### src/rtl/tdf_pkg.sv
`default_nettype none

package tdf_pkg;

  // fixed widths of the channel payloads
  localparam int IN_WIDTH        = 32;
  localparam int FACTOR_WIDTH    = 32;
  localparam int STATUS_WIDTH    = 2;
  localparam int VALUE_WIDTH_DEF = 32;

  // result status codes
  localparam logic [STATUS_WIDTH-1:0] ST_FACTOR = 2'd0;
  localparam logic [STATUS_WIDTH-1:0] ST_ONE    = 2'd1;
  localparam logic [STATUS_WIDTH-1:0] ST_ZERO   = 2'd2;

  // controller states
  typedef enum logic [2:0] {
    S_IDLE,
    S_START,
    S_TWOS,
    S_SQCHK,
    S_DIVIDE,
    S_DIVEVAL,
    S_FINISH
  } state_t;

  // commands from controller to datapath
  typedef struct packed {
    logic                    load;
    logic                    push_special;
    logic [STATUS_WIDTH-1:0] special_code;
    logic                    shift_two;
    logic                    init_odd;
    logic                    init_div;
    logic                    div_step;
    logic                    take_quotient;
    logic                    next_divisor;
    logic                    take_rest;
    logic                    push_last;
  } dp_cmd_t;

  // status from datapath to controller
  typedef struct packed {
    logic rest_zero;
    logic rest_one;
    logic rest_even;
    logic rest_gt_two;
    logic sq_le_rest;
    logic div_last;
    logic rem_zero;
    logic out_free;
    logic pend_valid;
  } dp_stat_t;

endpackage

`default_nettype wire

### src/rtl/tdf_in_if.sv
`default_nettype none

interface tdf_in_if;
  logic                          valid;
  logic                          ready;
  logic [tdf_pkg::IN_WIDTH-1:0]  value;

  modport source (output valid, output value, input ready);
  modport sink   (input valid, input value, output ready);
endinterface

`default_nettype wire

### src/rtl/tdf_out_if.sv
`default_nettype none

interface tdf_out_if;
  logic                              valid;
  logic                              ready;
  logic [tdf_pkg::FACTOR_WIDTH-1:0]  factor;
  logic                              last;
  logic [tdf_pkg::STATUS_WIDTH-1:0]  status;

  modport source (output valid, output factor, output last, output status, input ready);
  modport sink   (input valid, input factor, input last, input status, output ready);
endinterface

`default_nettype wire

### src/rtl/tdf_datapath.sv
`default_nettype none

module tdf_datapath #(
  parameter int VALUE_WIDTH = tdf_pkg::VALUE_WIDTH_DEF
) (
  input  logic                              clk,
  input  logic                              rst,
  input  logic [tdf_pkg::IN_WIDTH-1:0]      value,
  input  tdf_pkg::dp_cmd_t                  cmd,
  output tdf_pkg::dp_stat_t                 stat,
  output logic                              out_valid,
  input  logic                              out_ready,
  output logic [tdf_pkg::FACTOR_WIDTH-1:0]  factor,
  output logic                              last,
  output logic [tdf_pkg::STATUS_WIDTH-1:0]  status
);
  import tdf_pkg::*;

  localparam int W  = VALUE_WIDTH;
  localparam int SW = VALUE_WIDTH + 2;
  localparam int CW = $clog2(VALUE_WIDTH);

  logic [W-1:0]  rest;
  logic [W-1:0]  divisor;
  logic [SW-1:0] dsq;
  logic [W-1:0]  rem;
  logic [W-1:0]  quo;
  logic [CW-1:0] cnt;
  logic [W-1:0]  pend;
  logic          pend_valid;

  logic [W:0]    shifted;
  logic [W+1:0]  diff;
  logic          ge;
  logic          push_pend;
  logic          push_any;

  // one restoring division step
  assign shifted = {rem, quo[W-1]};
  assign diff    = {1'b0, shifted} - {2'b00, divisor};
  assign ge      = ~diff[W+1];

  // pending factor goes out when a newer one replaces it
  assign push_pend = (cmd.shift_two | cmd.take_quotient | cmd.take_rest) & pend_valid;
  assign push_any  = push_pend | cmd.push_last | cmd.push_special;

  // output register
  always_ff @(posedge clk) begin
    if (rst) begin
      out_valid <= 1'b0;
    end else if (push_any) begin
      out_valid <= 1'b1;
    end else if (out_ready) begin
      out_valid <= 1'b0;
    end
  end

  always_ff @(posedge clk) begin
    if (push_any) begin
      factor <= cmd.push_special ? '0 : FACTOR_WIDTH'(pend);
      last   <= cmd.push_last | cmd.push_special;
      status <= cmd.push_special ? cmd.special_code : ST_FACTOR;
    end
  end

  // remaining value
  always_ff @(posedge clk) begin
    if (cmd.load) begin
      rest <= W'(value);
    end else if (cmd.shift_two) begin
      rest <= rest >> 1;
    end else if (cmd.take_quotient) begin
      rest <= quo;
    end else if (cmd.take_rest) begin
      rest <= W'(1);
    end
  end

  // pending factor, held until it is known whether it is the final one
  always_ff @(posedge clk) begin
    if (cmd.shift_two) begin
      pend <= W'(2);
    end else if (cmd.take_quotient) begin
      pend <= divisor;
    end else if (cmd.take_rest) begin
      pend <= rest;
    end
  end

  always_ff @(posedge clk) begin
    if (rst || cmd.load || cmd.push_last) begin
      pend_valid <= 1'b0;
    end else if (cmd.shift_two || cmd.take_quotient || cmd.take_rest) begin
      pend_valid <= 1'b1;
    end
  end

  // odd trial divisor and its square, stepped by (d+2)^2 = d^2 + 4d + 4
  always_ff @(posedge clk) begin
    if (cmd.init_odd) begin
      divisor <= W'(3);
      dsq     <= SW'(9);
    end else if (cmd.next_divisor) begin
      divisor <= divisor + W'(2);
      dsq     <= dsq + {divisor, 2'b00} + SW'(4);
    end
  end

  // serial divider, one quotient bit per cycle
  always_ff @(posedge clk) begin
    if (cmd.init_div) begin
      rem <= '0;
      quo <= rest;
      cnt <= CW'(W - 1);
    end else if (cmd.div_step) begin
      rem <= ge ? diff[W-1:0] : shifted[W-1:0];
      quo <= {quo[W-2:0], ge};
      cnt <= cnt - CW'(1);
    end
  end

  // status to controller
  always_comb begin
    stat.rest_zero   = (rest == '0);
    stat.rest_one    = (rest == W'(1));
    stat.rest_even   = ~rest[0];
    stat.rest_gt_two = (rest > W'(2));
    stat.sq_le_rest  = (dsq <= {2'b00, rest});
    stat.div_last    = (cnt == '0);
    stat.rem_zero    = (rem == '0);
    stat.out_free    = ~out_valid | out_ready;
    stat.pend_valid  = pend_valid;
  end

  // a new result never overwrites one still waiting
  a_no_overwrite: assert property (@(posedge clk) disable iff (rst)
    (push_any && out_valid) |-> out_ready)
    else $error("result overwritten while stalled");

  // status-only results carry no factor and close the transaction group
  a_special_form: assert property (@(posedge clk) disable iff (rst)
    (out_valid && status != ST_FACTOR) |-> (factor == '0 && last))
    else $error("status-only result malformed");

  // a closing result with a factor always comes from a held factor
  a_last_has_factor: assert property (@(posedge clk) disable iff (rst)
    cmd.push_last |-> pend_valid)
    else $error("final result pushed with no pending factor");

endmodule

`default_nettype wire

### src/rtl/tdf_controller.sv
`default_nettype none

module tdf_controller (
  input  logic               clk,
  input  logic               rst,
  input  logic               in_valid,
  output logic               in_ready,
  input  tdf_pkg::dp_stat_t  stat,
  output tdf_pkg::dp_cmd_t   cmd
);
  import tdf_pkg::*;

  state_t state;
  state_t state_next;
  logic   room;

  // a new factor may replace the pending one only if the output can take it
  assign room = ~stat.pend_valid | stat.out_free;

  always_ff @(posedge clk) begin
    if (rst) begin
      state <= S_IDLE;
    end else begin
      state <= state_next;
    end
  end

  // next state
  always_comb begin
    state_next = state;
    case (state)
      S_IDLE: begin
        if (in_valid) state_next = S_START;
      end
      S_START: begin
        if (stat.rest_zero || stat.rest_one) begin
          if (stat.out_free) state_next = S_IDLE;
        end else begin
          state_next = S_TWOS;
        end
      end
      S_TWOS: begin
        if (!stat.rest_even) state_next = S_SQCHK;
      end
      S_SQCHK: begin
        state_next = stat.sq_le_rest ? S_DIVIDE : S_FINISH;
      end
      S_DIVIDE: begin
        if (stat.div_last) state_next = S_DIVEVAL;
      end
      S_DIVEVAL: begin
        if (!stat.rem_zero || room) state_next = S_SQCHK;
      end
      S_FINISH: begin
        if (!stat.rest_gt_two && stat.out_free) state_next = S_IDLE;
      end
      default: state_next = S_IDLE;
    endcase
  end

  // command outputs
  always_comb begin
    cmd      = '0;
    in_ready = 1'b0;
    case (state)
      S_IDLE: begin
        in_ready = 1'b1;
        cmd.load = in_valid;
      end
      S_START: begin
        if (stat.rest_zero || stat.rest_one) begin
          cmd.push_special = stat.out_free;
          cmd.special_code = stat.rest_zero ? ST_ZERO : ST_ONE;
        end
      end
      S_TWOS: begin
        if (stat.rest_even) begin
          cmd.shift_two = room;
        end else begin
          cmd.init_odd = 1'b1;
        end
      end
      S_SQCHK: begin
        cmd.init_div = stat.sq_le_rest;
      end
      S_DIVIDE: begin
        cmd.div_step = 1'b1;
      end
      S_DIVEVAL: begin
        if (stat.rem_zero) begin
          cmd.take_quotient = room;
        end else begin
          cmd.next_divisor = 1'b1;
        end
      end
      S_FINISH: begin
        if (stat.rest_gt_two) begin
          cmd.take_rest = room;
        end else begin
          cmd.push_last = stat.out_free;
        end
      end
      default: begin
        cmd = '0;
      end
    endcase
  end

endmodule

`default_nettype wire

### src/rtl/trial_division_factorizer_core.sv
`default_nettype none

// channel    dir   payload                       handshake
// operand    in    value[31:0]                   valid/ready
// result     out   factor[31:0], last, status    valid/ready
//
// one value is taken when the controller is idle; results leave in ascending order
// factors of two are removed first, then the value is trial divided by each odd divisor
// worst case about 2^(VALUE_WIDTH/2-1) odd divisors are tried
// the serial divider produces one quotient bit per cycle
// reset is synchronous and clears the controller and the output valid
// a stalled result holds the datapath only when a further result is ready to leave

module trial_division_factorizer_core #(
  parameter int VALUE_WIDTH = tdf_pkg::VALUE_WIDTH_DEF
) (
  input  logic       clk,
  input  logic       rst,
  tdf_in_if.sink     operand,
  tdf_out_if.source  result
);
  import tdf_pkg::*;

  dp_cmd_t  cmd;
  dp_stat_t stat;

  // sequencing
  tdf_controller u_ctrl (
    .clk      (clk),
    .rst      (rst),
    .in_valid (operand.valid),
    .in_ready (operand.ready),
    .stat     (stat),
    .cmd      (cmd)
  );

  // divider, divisor stepping and output register
  tdf_datapath #(
    .VALUE_WIDTH (VALUE_WIDTH)
  ) u_dp (
    .clk       (clk),
    .rst       (rst),
    .value     (operand.value),
    .cmd       (cmd),
    .stat      (stat),
    .out_valid (result.valid),
    .out_ready (result.ready),
    .factor    (result.factor),
    .last      (result.last),
    .status    (result.status)
  );

endmodule

`default_nettype wire
### src/flat_wrapper.sv
// flat-port wrapper written by rule: the top's interface ports become plain ports
module trial_division_factorizer_core_flat import tdf_pkg::*;
#(
  parameter int VALUE_WIDTH = tdf_pkg::VALUE_WIDTH_DEF
)
  (clk, rst, operand_valid, operand_value, operand_ready, result_valid, result_factor, result_last, result_status, result_ready);
  tdf_in_if operand_i ();
  tdf_out_if result_i ();
  input  logic clk;
  input  logic rst;
  input wire logic [$bits(operand_i.valid)-1:0] operand_valid;
  input wire logic [$bits(operand_i.value)-1:0] operand_value;
  output wire logic [$bits(operand_i.ready)-1:0] operand_ready;
  output wire logic [$bits(result_i.valid)-1:0] result_valid;
  output wire logic [$bits(result_i.factor)-1:0] result_factor;
  output wire logic [$bits(result_i.last)-1:0] result_last;
  output wire logic [$bits(result_i.status)-1:0] result_status;
  input wire logic [$bits(result_i.ready)-1:0] result_ready;
  assign operand_i.valid = operand_valid;
  assign operand_i.value = operand_value;
  assign operand_ready = operand_i.ready;
  assign result_valid = result_i.valid;
  assign result_factor = result_i.factor;
  assign result_last = result_i.last;
  assign result_status = result_i.status;
  assign result_i.ready = result_ready;
  trial_division_factorizer_core #(.VALUE_WIDTH(VALUE_WIDTH)) u_core (.clk(clk), .rst(rst), .operand(operand_i), .result(result_i));
endmodule
### config.mk
export PLATFORM = sky130hd
export DESIGN_NAME = trial_division_factorizer_core_flat
export DESIGN_NICKNAME = d
export VERILOG_FILES = /design/src/rtl/tdf_pkg.sv /design/src/rtl/tdf_in_if.sv /design/src/rtl/tdf_out_if.sv /design/src/rtl/tdf_datapath.sv /design/src/rtl/tdf_controller.sv /design/src/rtl/trial_division_factorizer_core.sv /design/src/flat_wrapper.sv
export SDC_FILE = /design/constraint.sdc
export NUM_CORES = 1
export LEC_CHECK = 0
export BUFFER_PORTS_ARGS = -buffer_cell sky130_fd_sc_hd__buf_2
export CAP_MARGIN = 10
export CORE_MARGIN = 5
export CORE_UTILIZATION = 36
export DETAILED_ROUTE_END_ITERATION = 6
export PLACE_DENSITY = 0.55
export SYNTH_ARGS = -nofsm -noshare
export SYNTH_HDL_FRONTEND = slang
export SYNTH_HIERARCHICAL = 1
export SYNTH_SLANG_ARGS = --single-unit
### constraint.sdc
create_clock -name clk -period 4.1 [get_ports clk]
set_clock_uncertainty 0.05 [all_clocks]
set_input_delay 0 -clock clk [delete_from_list [all_inputs] [get_ports clk]]
set_output_delay 0 -clock clk [all_outputs]
set_load 0.01 [all_outputs]
# Word-level counts from Yosys, hierarchy flattened
# Cells that the tools add are included.
[op_classes]
addsub = 5
n_mul = 0
div = 0
n_lt_le_gt_ge = 2
n_eq_ne = 13
shifts = 0
muxes = 36
bitwise = 11
reduce_logical = 19
[ops]
columns = ["cell", "n"]
rows = [
  ["32-bit 2-to-1 mux", 9],
  ["32-bit logical NOT", 2],
  ["34-bit by 3-bit adder with 34-bit output (second input constant)", 1],
  ["34-bit adder", 1],
  ["34-bit by 32-bit <= comparator with 1-bit output", 1],
  ["33-bit by 32-bit subtractor with 34-bit output", 1],
  ["32-bit by 2-bit adder with 32-bit output (second input constant)", 1],
  ["32-bit by 1-bit == test with 1-bit output (second input constant)", 1],
  ["32-bit by 2-bit > comparator with 1-bit output (second input constant)", 1],
  ["3-bit 2-to-1 mux", 9],
  ["3-bit case mux with 7 select lines", 1],
  ["1-bit 2-to-1 mux", 12],
  ["2-bit 2-to-1 mux", 5],
  ["3-bit == test (second input constant)", 3],
  ["2-bit != test (second input constant)", 4],
  ["1-bit OR", 7],
  ["3-bit by 2-bit == test with 1-bit output (second input constant)", 2],
  ["1-bit logical OR", 6],
  ["6-bit AND reduction", 1],
  ["2-bit nonzero test", 3],
  ["5-bit logical NOT", 1],
  ["5-bit by 1-bit subtractor with 5-bit output (second input constant)", 1],
  ["4-bit nonzero test", 1],
  ["3-bit by 1-bit == test with 1-bit output (second input constant)", 1],
  ["other kinds (8)", 11],
]
[word_totals]
reg_bits = 239
latchBits = 0
mem_bits_rw = 0
romBits = 0
inputBits = 36
out_inout_bits = 37
elab_cells = 99
n_memories = 0

# Depth between registers and ports, before layout
[depth]
depth_word = 11
mapped_depth = 18
ltp_nobuf = 16

# Modules after synthesis
# Netlist, hierarchy kept.
[by_module_without_submodules]
columns = ["mod", "instances", "cells_per_inst", "area_each_um2", "seq_area_each_um2"]
rows = [
  ["tdf_datapath", 1, 1509, 14202.4, 5635.4],
  ["tdf_controller", 1, 50, 389.1, 60.1],
]

# Worst setup path after synthesis
# OpenSTA, ideal clock, no wires.
[synth_path]
path_kind = "register to register"
start = "register u_core.u_dp.rest[15]"
end = "register u_core.u_dp.quo[0] (enable)"
arrival_time_ps = 3000
t_required_ps = 3663
slack_ps = 663
stages_incl_launch_ff = 18
n_path_buf = 2
synth_period_minus_slack_ps = 3437
cell_sequence = "edfxtp_1 inv_1 ha_1 a21o_1 a21o_1 a21oi_1 o21ai_0 a21oi_1 nor3_1 o21ai_0 nand3_1 o21ai_0 nand2_1 nor2_1 clkbuf_1 nor2_1 clkbuf_1 inv_1"
[synth_rtl]
columns = ["element", "line_no", "source"]
rows = [
  ["start: declaration", "tdf_datapath.sv:23", "logic [W-1:0] rest;"],
  ["start signal: assignment", "tdf_datapath.sv:69", "rest <= W'(value);"],
  ["start signal: assignment", "tdf_datapath.sv:71", "rest <= rest >> 1;"],
  ["start signal: assignment", "tdf_datapath.sv:73", "rest <= quo;"],
  ["end signal: assignment", "tdf_datapath.sv:113", "quo <= rest;"],
  ["end signal: assignment", "tdf_datapath.sv:117", "quo <= {quo[W-2:0], ge};"],
  ["end: declaration", "tdf_datapath.sv:27", "logic [W-1:0] quo;"],
]

==> metrics <==
status complete, no violations; Post-Syn Instances 1,559; layout cells sized above 1 0.122; unrepaired setup endpoints after global routing false; Internal 0.00755 W; Clock Latency Late Sink 0.55 ns; maximum clock rate 0.257 GHz; endpoint class of the critical path register; Worst Max-Slew Pin Slew 0.755 ns; commonest non-fill, non-tap cell in the layout dfxtp_1; vias post-DR 12,000; EDFF count, synth 99; worst slack, placed 0.00627 ns; DR DRC count 0; post-synth top area share 0.204; MaxCap Viol Count 0; DR WL/cell 19.2 µm; period utilization 0.951; Die Ht 211 µm; Slew Limit Headroom 0.484; GRT Util Overall 0.181; P&R area growth vs syn 14.4%; Final Wtd Congestion 0.857; Synth Net Count 1,718; final count of pins violating max slew 0; clock sink total 235; nets 1,795; internal reg-to-reg setup slack 0.20 ns; worst path arrival time 4.33 ns; TNS Setup 0 ns; grt total ovfl 0; Worst EP required 4.53 ns; Synth Area per Inst 9.36 µm²; Final Hold Fails 0; fill cell count 3,851; n_diodes 0; Initial Util 0.366; CTS tree built; TritonCTS Buffers 26; Critical Path Start Type register; Net Sw Power 0.00551 W; Netlist cell types 71; Hold WC Path Type input pin to register; largest net degree at the start of global routing 66; critical-path maximum fanout 13; htree depth 1; most frequent cells in the layout 136 x dfxtp_1, 125 x nor2_1, 121 x ha_1; root buffer cell clkbuf_16; Power Density 782 nW/µm²; static leakage 6.86 nW; initial antenna violation count 0; switch share 0.422; Worst Slack Setup Final 0.202 ns; Setup violations, final 0; Synth Cell Area 14,600 µm²; row count 73; Post-synth ARST share 0; Die ar. 44,700 µm²; DRT iter0 DRCs 792; clk buf depth 3; sequential standard cell area 5700 µm²; total wire length 41.9 mm; area of the multi-input gates 8230 µm²; maximum VDD drop 343 µV; Die Wd 211 µm; port bufs 72; I/O pin count 73; yosys warns 6; min Tclk post-route 3.90 ns; WS Path Type register to register; ys flop type dfxtp_1; post-DP HPWL 30.7 mm; Synth area leader edfxtp_1; drt pass-1 iters 5; Clock transition at path regs 0.06 ns; Comb pwr share 0.507; post-synthesis sequential area ratio 0.390; vias per cell 5.48; antenna viol nets, final 0; Synth Register Bits 235; Core ar. 39,900 µm²; vias in the first global route 11,400; first-pass GRT wire length 65.0 mm; setup bufs post-CTS 0; sequential share of power 0.315; Clk pwr share 0.178; ranking of synthesized cells by area edfxtp_1 20%, dfxtp_1 19%, ha_1 10%
## cells in the mapped netlist, drive strengths merged (4+ instances only)
cell type  number
a2111oi         5
a211o           5
a211oi         91
a21boi          5
a21o           40
a21oi          71
a22oi          31
a311oi          4
a31o            6
a31oi          13
and2            6
and3           11
buf            20
clkbuf         67
dfxtp         136
edfxtp         99
ha            121
inv            88
mux2           32
mux2i          43
nand2          96
nand2b         24
nand3          30
nand4          20
nor2          126
nor2b          77
nor3           20
nor3b           9
nor4           27
nor4b           4
o211ai          7
o21a            9
o21ai          80
o21bai          5
o22ai           7
or2             5
or3             4
xnor2          64
xor2           18
## power groups by stage
stage	logic (W)	clock network (W)	registers [W]
6_report	0.00662	0.00232	0.00412
3_3_place_gp	0.00648	0	0.00414
2_1_floorplan	0.00526	0	0.00376
3_5_place_dp	0.00654	0	0.00413
5_1_grt	0.00734	0.00249	0.00419
4_1_cts	0.00661	0.00238	0.00410
## path summary, 6_finish.rpt
check,end,startpoint,cells after the start
worst max-delay path,u_core/u_dp/rem[26],u_core/u_dp/rest[7],16
worst min-delay path,u_core/u_ctrl/state[0],operand_valid,5
worst max register to register,u_core/u_dp/rem[26],u_core/u_dp/rest[7],16
worst min register to register,u_core/u_dp/rem[26],u_core/u_dp/rem[26],2
## cells by family after synthesis
logic type,share of synthesized area
compound gates,0.183
xor+xnor,0.0492
fa+ha+maj,0.106
buf+inv,0.0505
flops,0.390
mux,0.0542
simple gates,0.167
## worst max-delay path, stage by stage (launching register included)
cell      delay (ns)
edfxtp_1        0.47
inv_1           0.07
ha_1            0.30
nand4_1         0.13
nor4_2          0.43
a21oi_1         0.13
o211ai_1        0.10
a21oi_1         0.15
nor3_1          0.17
o21ai_0         0.13
nand3_1         0.12
o21ai_0         0.14
nand2_1         0.14
nor2_4          0.06
nand2b_1        0.48
or4_1           0.64
nand3_1         0.10
## area by class of cell
class	instances	share of cell area
multi-input cells	1149	0.493
inverters	88	0.0198
well taps	525	0.0393
clock inverters	6	0.00465
flip-flops and latches	235	0.341
clock buffers	42	0.0444
repair buffers	136	0.0577
## stage by stage
stage | utilization | hold slack, ns | total power, W | area, µm² | cells
floorplan | - | 0.0191 | 0.00902 | 14600 | 1559
detailed placement | 0.389 | 0.165 | 0.0107 | 15500 | 2099
global placement | 0.389 | 0.168 | 0.0106 | 15500 | 2099
global route | 0.418 | 0.162 | 0.0140 | 16700 | 2181
finish | 0.418 | 0.146 | 0.0131 | 16700 | 2181
CTS | 0.418 | 0.124 | 0.0131 | 16700 | 2181
## state kept, by name, indices dropped and copies added, names as in the netlist
| signal | count |
|---|---|
| u_core/u_dp/pend | 32 |
| u_core/u_dp/out_valid | 1 |
| u_core/u_dp/rest | 32 |
| u_core/u_ctrl/state | 3 |
| u_core/u_dp/rem | 32 |
| u_core/u_dp/quo | 32 |
| u_core/u_dp/pend_valid | 1 |
| u_core/u_dp/divisor | 31 |
| u_core/u_dp/status | 2 |
| u_core/u_dp/cnt | 5 |
| u_core/u_dp/factor | 32 |
| u_core/u_dp/last | 1 |
| u_core/u_dp/dsq | 31 |
## repair_timing
item	in CTS	in global routing
gates resized for setup	1	0
hold buffers	34	0
endpoints found under the hold margin	37	0
endpoints found under the setup margin	1	0
## per-layer routing
layer  wire length [µm]  part of all wire  global-route usage
met4                846             0.020              0.0440
met1              19800              0.47               0.260
met5                  0                 0                   0
met2              19200              0.46               0.295
met3               2090             0.050              0.0212
Note: power is estimated with default switching activity, not from simulation.
